### src/sv/rgbhsl_pkg.sv
// Shared types and constants of the RGB to HSL converter.
`timescale 1ns / 1ps

package rgbhsl_pkg;

  // Input word: one 8-bit RGB pixel.
  typedef struct packed {
    logic [7:0] red_in;
    logic [7:0] green_in;
    logic [7:0] blue_in;
  } pixel_t;

  // Output word: hue in degrees, saturation and lightness in percent.
  typedef struct packed {
    logic [8:0] hue_deg;
    logic [6:0] sat_pct;
    logic [6:0] light_pct;
  } hsl_t;

  // Divider geometry. The largest dividend is 60 * 6 * 255 = 91800, the
  // largest divisor 510, and every quotient stays below 512.
  localparam int unsigned DivNumW    = 17;
  localparam int unsigned DivDenW    = 10;
  localparam int unsigned DivQuoW    = 9;
  localparam int unsigned DivStages  = DivQuoW;
  localparam int unsigned DivCmpW    = DivDenW + DivQuoW;

  // Front stages ahead of the divider: channel sort, differences, products.
  localparam int unsigned FrontStages = 3;
  localparam int unsigned PipeDepth   = FrontStages + DivStages;

endpackage

### src/sv/rgbhsl_div.sv
// Pipelined restoring divider, one quotient bit per register stage.
`timescale 1ns / 1ps

module rgbhsl_div (
  input  logic                               clk_i,
  input  logic [rgbhsl_pkg::DivNumW-1:0]     num_i,
  input  logic [rgbhsl_pkg::DivDenW-1:0]     den_i,
  output logic [rgbhsl_pkg::DivQuoW-1:0]     quo_o
);
  import rgbhsl_pkg::*;

  logic [DivNumW-1:0] rem_q [DivStages];
  logic [DivDenW-1:0] den_q [DivStages];
  logic [DivQuoW-1:0] quo_q [DivStages];

  // Stage s decides quotient bit DivQuoW-1-s, most significant bit first.
  for (genvar s = 0; s < DivStages; s++) begin : g_stage
    localparam int unsigned Bit = DivQuoW - 1 - s;

    logic [DivNumW-1:0] rem_in;
    logic [DivDenW-1:0] den_in;
    logic [DivQuoW-1:0] quo_in;
    logic [DivCmpW-1:0] trial;
    logic [DivCmpW-1:0] rem_ext;
    logic               fits;
    logic [DivNumW-1:0] rem_d;
    logic [DivQuoW-1:0] quo_d;

    if (s == 0) begin : g_first
      assign rem_in = num_i;
      assign den_in = den_i;
      assign quo_in = '0;
    end else begin : g_next
      assign rem_in = rem_q[s-1];
      assign den_in = den_q[s-1];
      assign quo_in = quo_q[s-1];
    end

    always_comb begin
      trial   = DivCmpW'(den_in) << Bit;
      rem_ext = DivCmpW'(rem_in);
      fits    = (rem_ext >= trial);
      rem_d   = fits ? DivNumW'(rem_ext - trial) : rem_in;
      quo_d   = quo_in;
      quo_d[Bit] = fits;
    end

    always_ff @(posedge clk_i) begin
      rem_q[s] <= rem_d;
      den_q[s] <= den_in;
      quo_q[s] <= quo_d;
    end
  end

  assign quo_o = quo_q[DivStages-1];

endmodule

### src/sv/rgb_to_hsl_converter.sv
// Top level of the RGB to HSL converter: channel sort, products and dividers.
`timescale 1ns / 1ps

// Converts one 8-bit RGB pixel per clock into hue in whole degrees
// (truncated), and saturation and lightness in whole percent (rounded half
// up). A word is taken at every rising edge where start_i is high; busy_o
// is never raised, so a new pixel may follow in every cycle. Each result
// appears on result_o for exactly one cycle, marked by done_o, once its
// pixel has passed through every pipeline stage; results leave in pixel
// order. The receiver cannot stall the block and must take each result as
// it comes.
// The pipeline has three front stages (channel sort, sum and
// difference, constant products) followed by a nine-stage restoring
// divider that resolves one quotient bit per stage. Two dividers run side
// by side for hue and saturation; lightness comes from a multiplication by
// a scaled reciprocal in the third stage and is delayed to line up with
// them. For a grey pixel, where all channels are equal, hue and saturation
// read as zero.
module rgb_to_hsl_converter (
  input  logic                    clk_i,
  input  logic                    rst_ni,
  input  logic                    start_i,
  output logic                    busy_o,
  input  rgbhsl_pkg::pixel_t      pixel_i,
  output logic                    done_o,
  output rgbhsl_pkg::hsl_t        result_o
);
  import rgbhsl_pkg::*;

  // Which channel is the maximum; red wins ties over green, green over blue.
  typedef enum logic [1:0] {
    MaxRed   = 2'd0,
    MaxGreen = 2'd1,
    MaxBlue  = 2'd2
  } max_sel_e;

  logic accept;
  assign busy_o = 1'b0;
  assign accept = start_i & ~busy_o;

  // Valid bits of every pipeline stage, and the grey flag beside the divider.
  logic [PipeDepth-1:0] valid_q, valid_d;
  logic [DivStages-1:0] grey_q, grey_d;

  // Stage 1: sort the channels and pick the operands of the hue numerator.
  logic [7:0] hi_d, lo_d, pa_d, pb_d;
  logic       wrap_d;
  max_sel_e   sel_d;
  logic [7:0] hi_q, lo_q, pa_q, pb_q;
  logic       wrap_q;
  max_sel_e   sel_q;

  always_comb begin
    logic [7:0] r, g, b;
    r = pixel_i.red_in;
    g = pixel_i.green_in;
    b = pixel_i.blue_in;
    wrap_d = 1'b0;
    if (r >= g && r >= b) begin
      sel_d  = MaxRed;
      hi_d   = r;
      pa_d   = g;
      pb_d   = b;
      wrap_d = (g < b);
    end else if (g >= b) begin
      sel_d = MaxGreen;
      hi_d  = g;
      pa_d  = b;
      pb_d  = r;
    end else begin
      sel_d = MaxBlue;
      hi_d  = b;
      pa_d  = r;
      pb_d  = g;
    end
    lo_d = r;
    if (g < lo_d) lo_d = g;
    if (b < lo_d) lo_d = b;
  end

  always_ff @(posedge clk_i) begin
    hi_q   <= hi_d;
    lo_q   <= lo_d;
    pa_q   <= pa_d;
    pb_q   <= pb_d;
    wrap_q <= wrap_d;
    sel_q  <= sel_d;
  end

  // Stage 2: sum, difference and the hue numerator in units of sixty degrees.
  // The numerator is sector * diff + pa - pb, which never goes negative.
  logic [8:0]  sum_d, sum_q;
  logic [7:0]  diff_d, diff_q;
  logic [10:0] hnum_d, hnum_q;

  always_comb begin
    logic [10:0] base;
    sum_d  = 9'(hi_q) + 9'(lo_q);
    diff_d = hi_q - lo_q;
    unique case (sel_q)
      MaxRed:   base = wrap_q ? 11'(diff_d) * 11'd6 : 11'd0;
      MaxGreen: base = 11'(diff_d) * 11'd2;
      MaxBlue:  base = 11'(diff_d) * 11'd4;
      default:  base = '0;
    endcase
    hnum_d = base + 11'(pa_q) - 11'(pb_q);
  end

  always_ff @(posedge clk_i) begin
    sum_q  <= sum_d;
    diff_q <= diff_d;
    hnum_q <= hnum_d;
  end

  // Stage 3: dividends, divisors and lightness. A rounded-half-up ratio n / d
  // is taken as floor((2n + d) / 2d); with the factor 100 folded in,
  // saturation is floor((200 diff + den) / 2 den). Lightness is
  // floor((20 sum + 51) / 102), found by multiplying with 10281, which is
  // 2^20 / 102 rounded up, and keeping the bits from 20 up. The error of
  // that reciprocal stays below one step for every sum up to 510.
  logic [DivNumW-1:0] hue_num_d, sat_num_d;
  logic [DivNumW-1:0] hue_num_q, sat_num_q;
  logic [DivDenW-1:0] hue_den_d, sat_den_d;
  logic [DivDenW-1:0] hue_den_q, sat_den_q;
  logic [6:0]         lit3_d, lit3_q;
  logic               grey3_d, grey3_q;

  always_comb begin
    logic [8:0]  sden;
    logic [26:0] lit_prod;
    sden      = (sum_q > 9'd255) ? 9'd510 - sum_q : sum_q;
    hue_num_d = DivNumW'(hnum_q) * DivNumW'(60);
    hue_den_d = DivDenW'(diff_q);
    sat_num_d = DivNumW'(diff_q) * DivNumW'(200) + DivNumW'(sden);
    sat_den_d = DivDenW'(sden) << 1;
    // 205620 = 20 * 10281 and 524331 = 51 * 10281.
    lit_prod  = 27'(sum_q) * 27'd205620 + 27'd524331;
    lit3_d    = lit_prod[26:20];
    grey3_d   = (diff_q == 8'd0);
  end

  always_ff @(posedge clk_i) begin
    hue_num_q <= hue_num_d;
    hue_den_q <= hue_den_d;
    sat_num_q <= sat_num_d;
    sat_den_q <= sat_den_d;
    lit3_q    <= lit3_d;
    grey3_q   <= grey3_d;
  end

  // Division stages. Divisors are zero only for a grey pixel, whose hue and
  // saturation are masked at the output.
  logic [DivQuoW-1:0] hue_quo, sat_quo;

  rgbhsl_div u_hue_div (
    .clk_i (clk_i),
    .num_i (hue_num_q),
    .den_i (hue_den_q),
    .quo_o (hue_quo)
  );

  rgbhsl_div u_sat_div (
    .clk_i (clk_i),
    .num_i (sat_num_q),
    .den_i (sat_den_q),
    .quo_o (sat_quo)
  );

  // Control line: valid bits for every stage, grey flag and lightness beside
  // the divider.
  logic [DivStages-1:0][6:0] lit_pipe_q, lit_pipe_d;

  assign valid_d    = {valid_q[PipeDepth-2:0], accept};
  assign grey_d     = {grey_q[DivStages-2:0], grey3_q};
  assign lit_pipe_d = {lit_pipe_q[DivStages-2:0], lit3_q};

  always_ff @(posedge clk_i or negedge rst_ni) begin
    if (!rst_ni) begin
      valid_q <= '0;
    end else begin
      valid_q <= valid_d;
    end
  end

  always_ff @(posedge clk_i) begin
    grey_q     <= grey_d;
    lit_pipe_q <= lit_pipe_d;
  end

  // Output word, driven from the last divider stage and the lightness line beside it.
  always_comb begin
    result_o.hue_deg   = grey_q[DivStages-1] ? 9'd0 : hue_quo;
    result_o.sat_pct   = grey_q[DivStages-1] ? 7'd0 : sat_quo[6:0];
    result_o.light_pct = lit_pipe_q[DivStages-1];
  end

  assign done_o = valid_q[PipeDepth-1];

endmodule
### config.mk
export PLATFORM = sky130hd
export DESIGN_NAME = rgb_to_hsl_converter
export DESIGN_NICKNAME = d
export VERILOG_FILES = /design/src/sv/rgbhsl_pkg.sv /design/src/sv/rgbhsl_div.sv /design/src/sv/rgb_to_hsl_converter.sv
export SDC_FILE = /design/constraint.sdc
export NUM_CORES = 1
export LEC_CHECK = 0
export ABC_AREA = 1
export BUFFER_PORTS_ARGS = -buffer_cell sky130_fd_sc_hd__buf_2
export CAP_MARGIN = 20
export CORE_UTILIZATION = 50
export DETAILED_ROUTE_END_ITERATION = 16
export HOLD_SLACK_MARGIN = 0.08
export PLACE_DENSITY = 0.66
export SETUP_SLACK_MARGIN = 0.15
export SLEW_MARGIN = 20
export SYNTH_ARGS = -nofsm -noshare
export SYNTH_HDL_FRONTEND = slang
export SYNTH_SLANG_ARGS = --single-unit
### constraint.sdc
create_clock -name clk_i -period 6.9 [get_ports clk_i]
set_input_delay 0.69 -clock clk_i [delete_from_list [all_inputs] [get_ports clk_i]]
set_output_delay 0.69 -clock clk_i [all_outputs]
set_load 0.05 [all_outputs]
[Yosys cells after proc, flatten, opt, wreduce, memory -nomap -nowiden]
Memories as Yosys holds them, arrays and structs flattened.
Index checks and enable logic that the tools add are counted.
Word-level totals
  register bits: 204
  bits in writable memories: 648
  latch bits: 0
  output and inout bits: 25
  bits of input ports: 27
  ROM bits: 0
  logic and storage cells: 123
  memories: 6
Memories
  u_hue_div.rem_q: depth 9, bits a word 17, rd ports 8, clocked after Yosys merged registers in 0, write ports 9, RTL line rgbhsl_div.sv:12  | logic [DivNumW-1:0] rem_q [DivStages];
  u_sat_div.rem_q: depth 9, bits a word 17, rd ports 8, clocked after Yosys merged registers in 0, write ports 9, RTL line rgbhsl_div.sv:12
  u_hue_div.den_q: depth 9, bits a word 10, rd ports 8, clocked after Yosys merged registers in 0, write ports 9, RTL line rgbhsl_div.sv:13  | logic [DivDenW-1:0] den_q [DivStages];
  u_sat_div.den_q: depth 9, bits a word 10, rd ports 8, clocked after Yosys merged registers in 0, write ports 9, RTL line rgbhsl_div.sv:13
  u_hue_div.quo_q: depth 9, bits a word 9, rd ports 9, clocked after Yosys merged registers in 0, write ports 9, RTL line rgbhsl_div.sv:14  | logic [DivQuoW-1:0] quo_q [DivStages];
  u_sat_div.quo_q: depth 9, bits a word 9, rd ports 9, clocked after Yosys merged registers in 0, write ports 9, RTL line rgbhsl_div.sv:14
Cells by class
  magnitude comparators: 25
  div/mod/pow operators: 0
  add/subtract/negate cells: 25
  shift operators: 0
  equality and inequality tests: 2
  bitwise gates (word level): 0
  multiply operators: 4
  reduce and logical (&&, ||, !) cells: 3
  mux-type cells: 32
Operator list (number)
  $mux W17: 18
  $mux W8: 8
  $ge A17 B16 Y1: 3
  $sub A17 B16 Y17: 3
  $sub A17 B17 Y17: 3
  $ge A17 B10 Y1: 2
  $ge A17 B11 Y1: 2
  $ge A17 B12 Y1: 2
  $ge A17 B13 Y1: 2
  $ge A17 B14 Y1: 2
  $ge A17 B15 Y1: 2
  $ge A17 B17 Y1: 2
  $sub A17 B10 Y17: 2
  $sub A17 B11 Y17: 2
  $sub A17 B12 Y17: 2
  $sub A17 B13 Y17: 2
  $sub A17 B14 Y17: 2
  $sub A17 B15 Y17: 2
  $pmux W11 S3: 1
  $add A27 B20 Y27 const B: 1
  $mul A9 B16 Y25 const B: 1
  $ge A8 B8 Y1: 3
  $lt A8 B8 Y1: 3
  $ge A17 B18 Y1: 1
  other kinds (19): 20

[Longest topological paths before layout]
Gate-level depths: netlist (run 1).
  depth in word-level cells: 6
  mapped depth: 29
  depth with buffers taken out: 29

[By module]
From an unflattened synthesis (run 1), not the netlist that was laid out.
Unflattened totals
  cells, all modules: 4803
  area, all modules: 37224.5 um2
Modules (own cells, without submodules)
  rgbhsl_div (u_hue_div): cells an instance 1705, area an instance 12487.0 um2, sequential area each 5225.0 um2, instances 1
  rgbhsl_div (u_sat_div): cells an instance 1676, area an instance 12425.7 um2, sequential area each 5225.0 um2, instances 1
  rgb_to_hsl_converter: cells an instance 1422, area an instance 12311.8 um2, sequential area each 4043.9 um2, instances 1

[Worst setup path before layout (run 1)]
OpenSTA, ideal clock, no wires.
  path kind: flip-flop to flip-flop
  start: register, netlist name diff_q[0]
  end: register lit3_q[6]
  data required time: 6788 ps
  slack: 2866 ps
  data arrival time: 3921 ps
  library setup time: 112 ps
  clock period less this slack: 4034 ps
  path buffers: 0
  stages on the path, launching flop included: 24
  cells stage by stage: dfxtp_1 > ha_1 > inv_1 > fa_1 > inv_1 > fa_1 > inv_1 > fa_1 > inv_1 > ha_1 > a21oi_1 > nand2_1 > nand2_1 > nand2_1 > nand3_1 > nand2_1 > nand2_1 > nand2_1 > xor2_1 > nand2_1 > nor2_1 > nand2_1 > nand2_1 > nand2_1
RTL lines
  end signal, assigned: RTL line rgb_to_hsl_converter.sv:147  | lit3_q <= lit3_d;
  end, declared: RTL line rgb_to_hsl_converter.sv:125  | logic [6:0] lit3_d, lit3_q;

==> results of run 1 <==
[stage by stage]
| stage | util [%] | instances |
|---|---|---|
| final | 56.51 | 4414 |
| after global routing | 56.51 | 4414 |
| after CTS | 56.50 | 4414 |
| after detailed placement | 52.82 | 4294 |
| after global placement | 52.82 | 4294 |
| after floorplan | - | 3499 |
[metal layers]
layer	part of all wire [%]	global-route usage [%]
met4	3.2	7.694
met2	50	34.04
met5	0	0
met3	3.3	2.736
met1	43	20.34
[sequential cells by signal, summed over array words and instances (netlist names), 15 cells and up]
signal and count:
u_sat_div.den_q 49, u_hue_div.quo_q 45, hue_num_q 15, u_hue_div.den_q 64
sat_num_q 17, u_sat_div.rem_q 128, u_sat_div.quo_q 28, u_hue_div.rem_q 121
lit_pipe_d 56
[cell usage in the layout (no fill, tap or decap), types with 10 or more instances in the layout]
cell type and count:
nor2_1 242, o21bai_1 13, o21ai_1 28, xnor2_1 68
xor2_1 130, nor4_1 25, nand3b_1 10, fa_1 76
a21oi_1 220, nand3_1 128, a211oi_1 11, clkbuf_1 13
nand2_1 586, ha_1 336, nand4_1 28, nand2_2 15
dfxtp_1 622, a21o_1 10, buf_2 50, dfrtp_1 12
inv_1 569, clkbuf_8 15, o211ai_1 25, o21ai_0 156
a31oi_1 13, nor3_1 44, clkbuf_16 68
[cell families (layout without fill, tap and decap cells)]
logic type	after synthesis	in the layout	share of synthesized area [%]
compound gates	530	530	9.946
xor+xnor	199	199	5.769
fa+ha+maj	412	412	18.87
buf+inv	610	752	7.756
flops	634	634	42.03
mux	2	2	0.07422
other cells	1	1	0.01236
simple gates	1111	1111	15.55
[final timing paths]
path / start / end / slack, ns
worst max-delay path: diff_q[0] / lit3_q[6] / 2.33
worst min-delay path: start_i / valid_q[0] / 0.22
worst max register to register: diff_q[0] / lit3_q[6] / 2.33
worst min register to register: u_hue_div.quo_q[0][35] / u_hue_div.quo_q[0][44] / 0.31
max in group asynchronous: rst_ni / valid_q[0] / 6.17
min in group asynchronous: rst_ni / valid_q[11] / 0.52
[layout make-up]
cell class / count / area [um^2]
Fill cell: 5427 / 25860
Tap cell: 773 / 967.2
Multi-Input combinational cell: 2255 / 15240
Timing Repair Buffer: 55 / 290.3
Sequential cell: 634 / 12750
Clock buffer: 96 / 1957
Inverter: 578 / 2170
Clock inverter: 23 / 226.5
[repair_timing]
| action | CTS | global route |
|---|---|---|
| hold buffers | 1 | 0 |
| resized for setup | 0 | 0 |
| endpoints found under the hold margin | 12 | 0 |
| buffers inserted | 0 | 0 |
==> metrics, run 1 <==
final slew viol count=0; count leader, synth=dfxtp_1; post-synth top area cell=dfxtp_1; share of cells above drive strength 1=under 10%; DPL Wire Length=approximately 43 mm; critical path's slowest cell=dfxtp_1; Yosys reg bits=~630; CP Data Required Time=7.38 ns; CTS Buf Count=66; vias after detailed routing=21540; instance count of the mapped netlist=3499; CTS tree=done; CP delay by family, top=adder cells; WP buf/inv=4; worst-case clock buffer depth=3; I/O Buffers=50; Row Count=between 80 and 90; Initial Utilization=about half; grt total ovfl=0; status=finished clean; Clock Skews=~0.020 ns; Worst-Margin Slew=approximately 0.89 ns; Die H=~250 um; gpl congestion=0.8883; r2r worst-path depth=23; Crit path top cell by count=nand2_1; # IOs=52; Post-synth EDFFs=0; Syn. warnings=0; Critical Path Max Stage Delay=around 0.60 ns; Fmax achieved=~220 MHz; dominant synthesized flop cell=dfxtp_1; count of cell types in the netlist=63; pre-CTS WS=around 2.4 ns; Global Route Usage Sum=between 10% and 20%; startpoint types=flop; Yosys top cell area share=about 40%; die width=~250 um; initial antenna violation count=0; clk_lat worst skew=0.59 ns; vias per cell=~4.9; Slew Limit Headroom=40.07%; H-tree Lvls=3; first-pass GRT wire length=93.12 mm; Finish-stage setup viols=0; DRC=0; clk slew on worst S/H paths=around 0.06 ns; TritonRoute pass-1 iters=5; top cells by count, synth=622 x dfxtp_1, 586 x nand2_1, 569 x inv_1; Initial DRC Count=between 700 and 800; worst hold slack=~0.22 ns; WP data arrival=about 5 ns; Mean Syn Cell Area=approximately 8.7 um^2; drt total wl=54.50 mm; crit path kind=reg -> reg; Nets=around 4000; cells along the critical path=ha_1 > inv_1 > fa_1 > inv_1 > fa_1 > inv_1 > fa_1 > inv_1 > ha_1 > a21oi_1 > nand2_1 > nand2_1 > nand2_1 > nand3_1 > nand2_1 > nand2_1 > nand2_1 > xor2_1 > nand2_1 > nor2_1 > nand2_1 > nand2_1 > nand2_1; Fin Setup TNS=0 ns; Net Count, Synth=~4000; Crit path depth=23; Hold Fails Final Rpt=0; clock sinks=~630; Hold Path Class=in -> reg; fin area=between 30000 and 40000 um^2; Final ANT Viol Nets=0; top post-synthesis cells by area=dfxtp_1 41%, ha_1 14%, nand2_1 7.2%; Seq/Total Area, Yosys=between 40 and 50%; largest net degree at the start of global routing=26; RSZ-0062 raised after global routing=no; diode count=0; ys async rst share=1.893%; cell area after synthesis=around 30000 um^2; worst hold stages=1; DP Area=around 31000 um^2; post-layout min period=between 4 and 5 ns; Layout area overhead=10.74%; routed len/inst=roughly 12 um; CP Max Fanout=11; Root Buffer=clkbuf_16; vias in the first global route=21140; die area=roughly 62000 um^2; final worst slack=2.328 ns; Core Footprint=around 60000 um^2; max cap viols=0; endpoint class of the critical path=flop; Period Utilization, post-route=between 60% and 70%
Power of run 1 is not shown: default switching activity piles up to over one toggle a cycle in this logic, so the estimate is an artifact.
==> run 2: changes to the inputs <==
--- a/config.mk
+++ b/config.mk
@@ -11,7 +11,7 @@
 export CORE_UTILIZATION = 50
 export DETAILED_ROUTE_END_ITERATION = 16
 export HOLD_SLACK_MARGIN = 0.08
-export PLACE_DENSITY = 0.66
+export PLACE_DENSITY = 0.68
 export SETUP_SLACK_MARGIN = 0.15
 export SLEW_MARGIN = 20
 export SYNTH_ARGS = -nofsm -noshare
==> constraint.sdc (replaced) <==
create_clock -name clk_i -period 4.1 [get_ports clk_i]
set_input_delay 0.41 -clock clk_i [delete_from_list [all_inputs] [get_ports clk_i]]
set_output_delay 0.41 -clock clk_i [all_outputs]
set_load 0.05 [all_outputs]
==> run 2 against run 1 <==
  * Final cell count increased by 1.4%
  * Core utilization rose by 2.4 points
  * Sequential share of layout area decreased by 1.5 points
  * Count of clock-buffer cells in the layout fell by 6
  * Maximum frequency increased by 15%
  * Register-to-register slack worse by 2.2 ns
  * Largest cell class unchanged
==> metrics, run 2 (synthesis gave the netlist of run 1 again) <==
status=finished clean (unchanged); CTS tree=done (unchanged); max cap viols=0 (unchanged); fin cells=4476 (was 4414); Root Buffer=clkbuf_16 (unchanged); Core Footprint=59460 um^2 (unchanged); CTS Buf Count=67 (was 66); DPL Wire Length=43.45 mm (was 43.20 mm); final slew viol count=0 (unchanged); most common cell after layout, fill and taps aside=dfxtp_1 (unchanged); most frequent cells in the layout=611 x dfxtp_1, 557 x nand2_1, 552 x inv_1 (was 622 x dfxtp_1, 586 x nand2_1, 569 x inv_1); H-tree Lvls=3 (unchanged); RSZ-0062 raised after global routing=yes (was no); Clock Skews=0.01880 ns (was 0.01963 ns); max reg flops=128 (unchanged); dpl cells=4334 (was 4294); I/O Buffers=50 (unchanged); Fmax achieved=251.7 MHz (was 218.7 MHz); critical path's slowest cell=fa_1 (was dfxtp_1); Fin Setup TNS=0 ns (unchanged); gpl congestion=0.8972 (was 0.8883); share of cells above drive strength 1=11.13% (was 6.015%); Layout area overhead=15.47% (was 10.74%); WP buf/inv=4 (unchanged); clock sinks=634 (unchanged); crit path kind=reg -> reg (unchanged); # IOs=52 (unchanged); vias after detailed routing=22050 (was 21540); Slew Limit Headroom=43.14% (was 40.07%); Global Route Usage Sum=18.55% (was 18.20%); CP Data Required Time=4.59 ns (was 7.38 ns); CP delay by family, top=adder cells (unchanged); startpoint types=flop (unchanged); largest net degree at the start of global routing=26 (unchanged); CP Max Fanout=8 (was 11); Hold Fails Final Rpt=0 (unchanged); drt total wl=56.40 mm (was 54.50 mm); clk slew on worst S/H paths=0.06 ns (about the same); die area=61680 um^2 (unchanged); largest reg by FF count=u_sat_div.rem_q (unchanged); cells along the critical path=inv_2 > ha_4 > fa_1 > inv_1 > fa_1 > inv_1 > fa_1 > inv_2 > ha_4 > a21oi_4 > nand2_4 > xor2_1 > nand2_1 > nor2_1 > nand3_1 > nor2_1 > nand3_2 > nand2_4 > nand2_2 > nand2_1 > nand2_1 (was ha_1 > inv_1 > fa_1 > inv_1 > fa_1 > inv_1 > fa_1 > inv_1 > ha_1 > a21oi_1 > nand2_1 > nand2_1 > nand2_1 > nand3_1 > nand2_1 > nand2_1 > nand2_1 > xor2_1 > nand2_1 > nor2_1 > nand2_1 > nand2_1 > nand2_1); Initial Utilization=51.03% (unchanged); first-pass GRT wire length=94.74 mm (was 93.12 mm); Nets=4088 (was 4029); top flop regs=u_sat_div.rem_q (128), u_hue_div.rem_q (121), u_hue_div.den_q (64) (unchanged); post-layout min period=3.974 ns (was 4.572 ns); Finish-stage setup viols=0 (unchanged); routed len/inst=12.60 um (was 12.35 um); vias per cell=4.925 (was 4.880); TritonRoute pass-1 iters=5 (unchanged); die width=248.3 um (unchanged); Critical Path Max Stage Delay=0.52 ns (was 0.60 ns); Die H=248.3 um (unchanged); vias in the first global route=21390 (was 21140); worst-case clock buffer depth=3 (unchanged); Period Utilization, post-route=96.92% (was 66.25%); initial antenna violation count=0 (unchanged); Row Count=89 (unchanged); post-layout util=58.92% (was 56.51%); grt total ovfl=0 (unchanged); endpoint class of the critical path=flop (unchanged); Final ANT Viol Nets=0 (unchanged); Worst-Margin Slew=0.8506 ns (was 0.8935 ns); DRC=0 (unchanged); Hold Path Class=in -> reg (unchanged); Initial DRC Count=858 (was 789); WP data arrival=4.46 ns (was 5.05 ns); diode count=0 (unchanged); clk_lat worst skew=0.61 ns (was 0.59 ns)
## run 2: final cells by class
| type | instances | area, um^2 |
|---|---|---|
| Fill cell | 5225 | 24430 |
| Clock buffer | 90 | 1896 |
| Tap cell | 773 | 967.2 |
| Clock inverter | 33 | 514.2 |
| Multi-Input combinational cell | 2255 | 15960 |
| Timing Repair Buffer | 113 | 757.0 |
| Inverter | 578 | 2172 |
| Sequential cell | 634 | 12770 |
## run 2: what timing repair did
action                                  4_1_cts  5_1_grt
resized for setup                            41      132
endpoints found under the setup margin       12       17
hold buffers                                  6        0
hold endpoints to repair                     18        0
buffers inserted                              1       12
pin swaps                                    27       71
cloned                                        0        0
## run 2: final timing paths
kind	start	end	slack (ns)	cells past startpoint
max	sum_q[1]	lit3_q[4]	0.13	21
min	pixel_i[23]	pa_q[7]	0.12	3
max reg2reg	sum_q[1]	lit3_q[4]	0.13	21
min reg2reg	grey_q[0]	grey_q[1]	0.31	0
max in group asynchronous	rst_ni	valid_q[0]	3.68	2
min in group asynchronous	rst_ni	valid_q[11]	0.21	2
## run 2: worst min-delay path, delay by kind of cell
| kind | cells | cell delay [ns] |
|---|---|---|
| buf+inv | 1 | 0.13 |
| simple gates | 2 | 0.14 |
## run 2: through the flow
stage | hold slack, ns | setup WS [ns] | instance area (um^2)
after floorplan | 0.1144 | 0.1544 | 30360
after global placement | 0.2925 | -0.07463 | 31730
after detailed placement | 0.2981 | -0.1154 | 31730
after CTS | 0.08314 | 0.1065 | 34420
after global routing | 0.1183 | -0.07772 | 35040
final | 0.1158 | 0.1263 | 35040
## run 2: routing by layer
metal / part of all wire [%] / track usage, % / vias to the layer above / routed length (um)
met1: 43 / 20.72 / 10010 / 24040
li1: - / - / 11610 / -
met2: 51 / 35.08 / 304 / 28920
met4: 2.9 / 6.761 / 0 / 1663
met3: 3.1 / 2.898 / 124 / 1775
met5: 0 / 0 / - / 0
Power of run 2 is left out for the same reason.
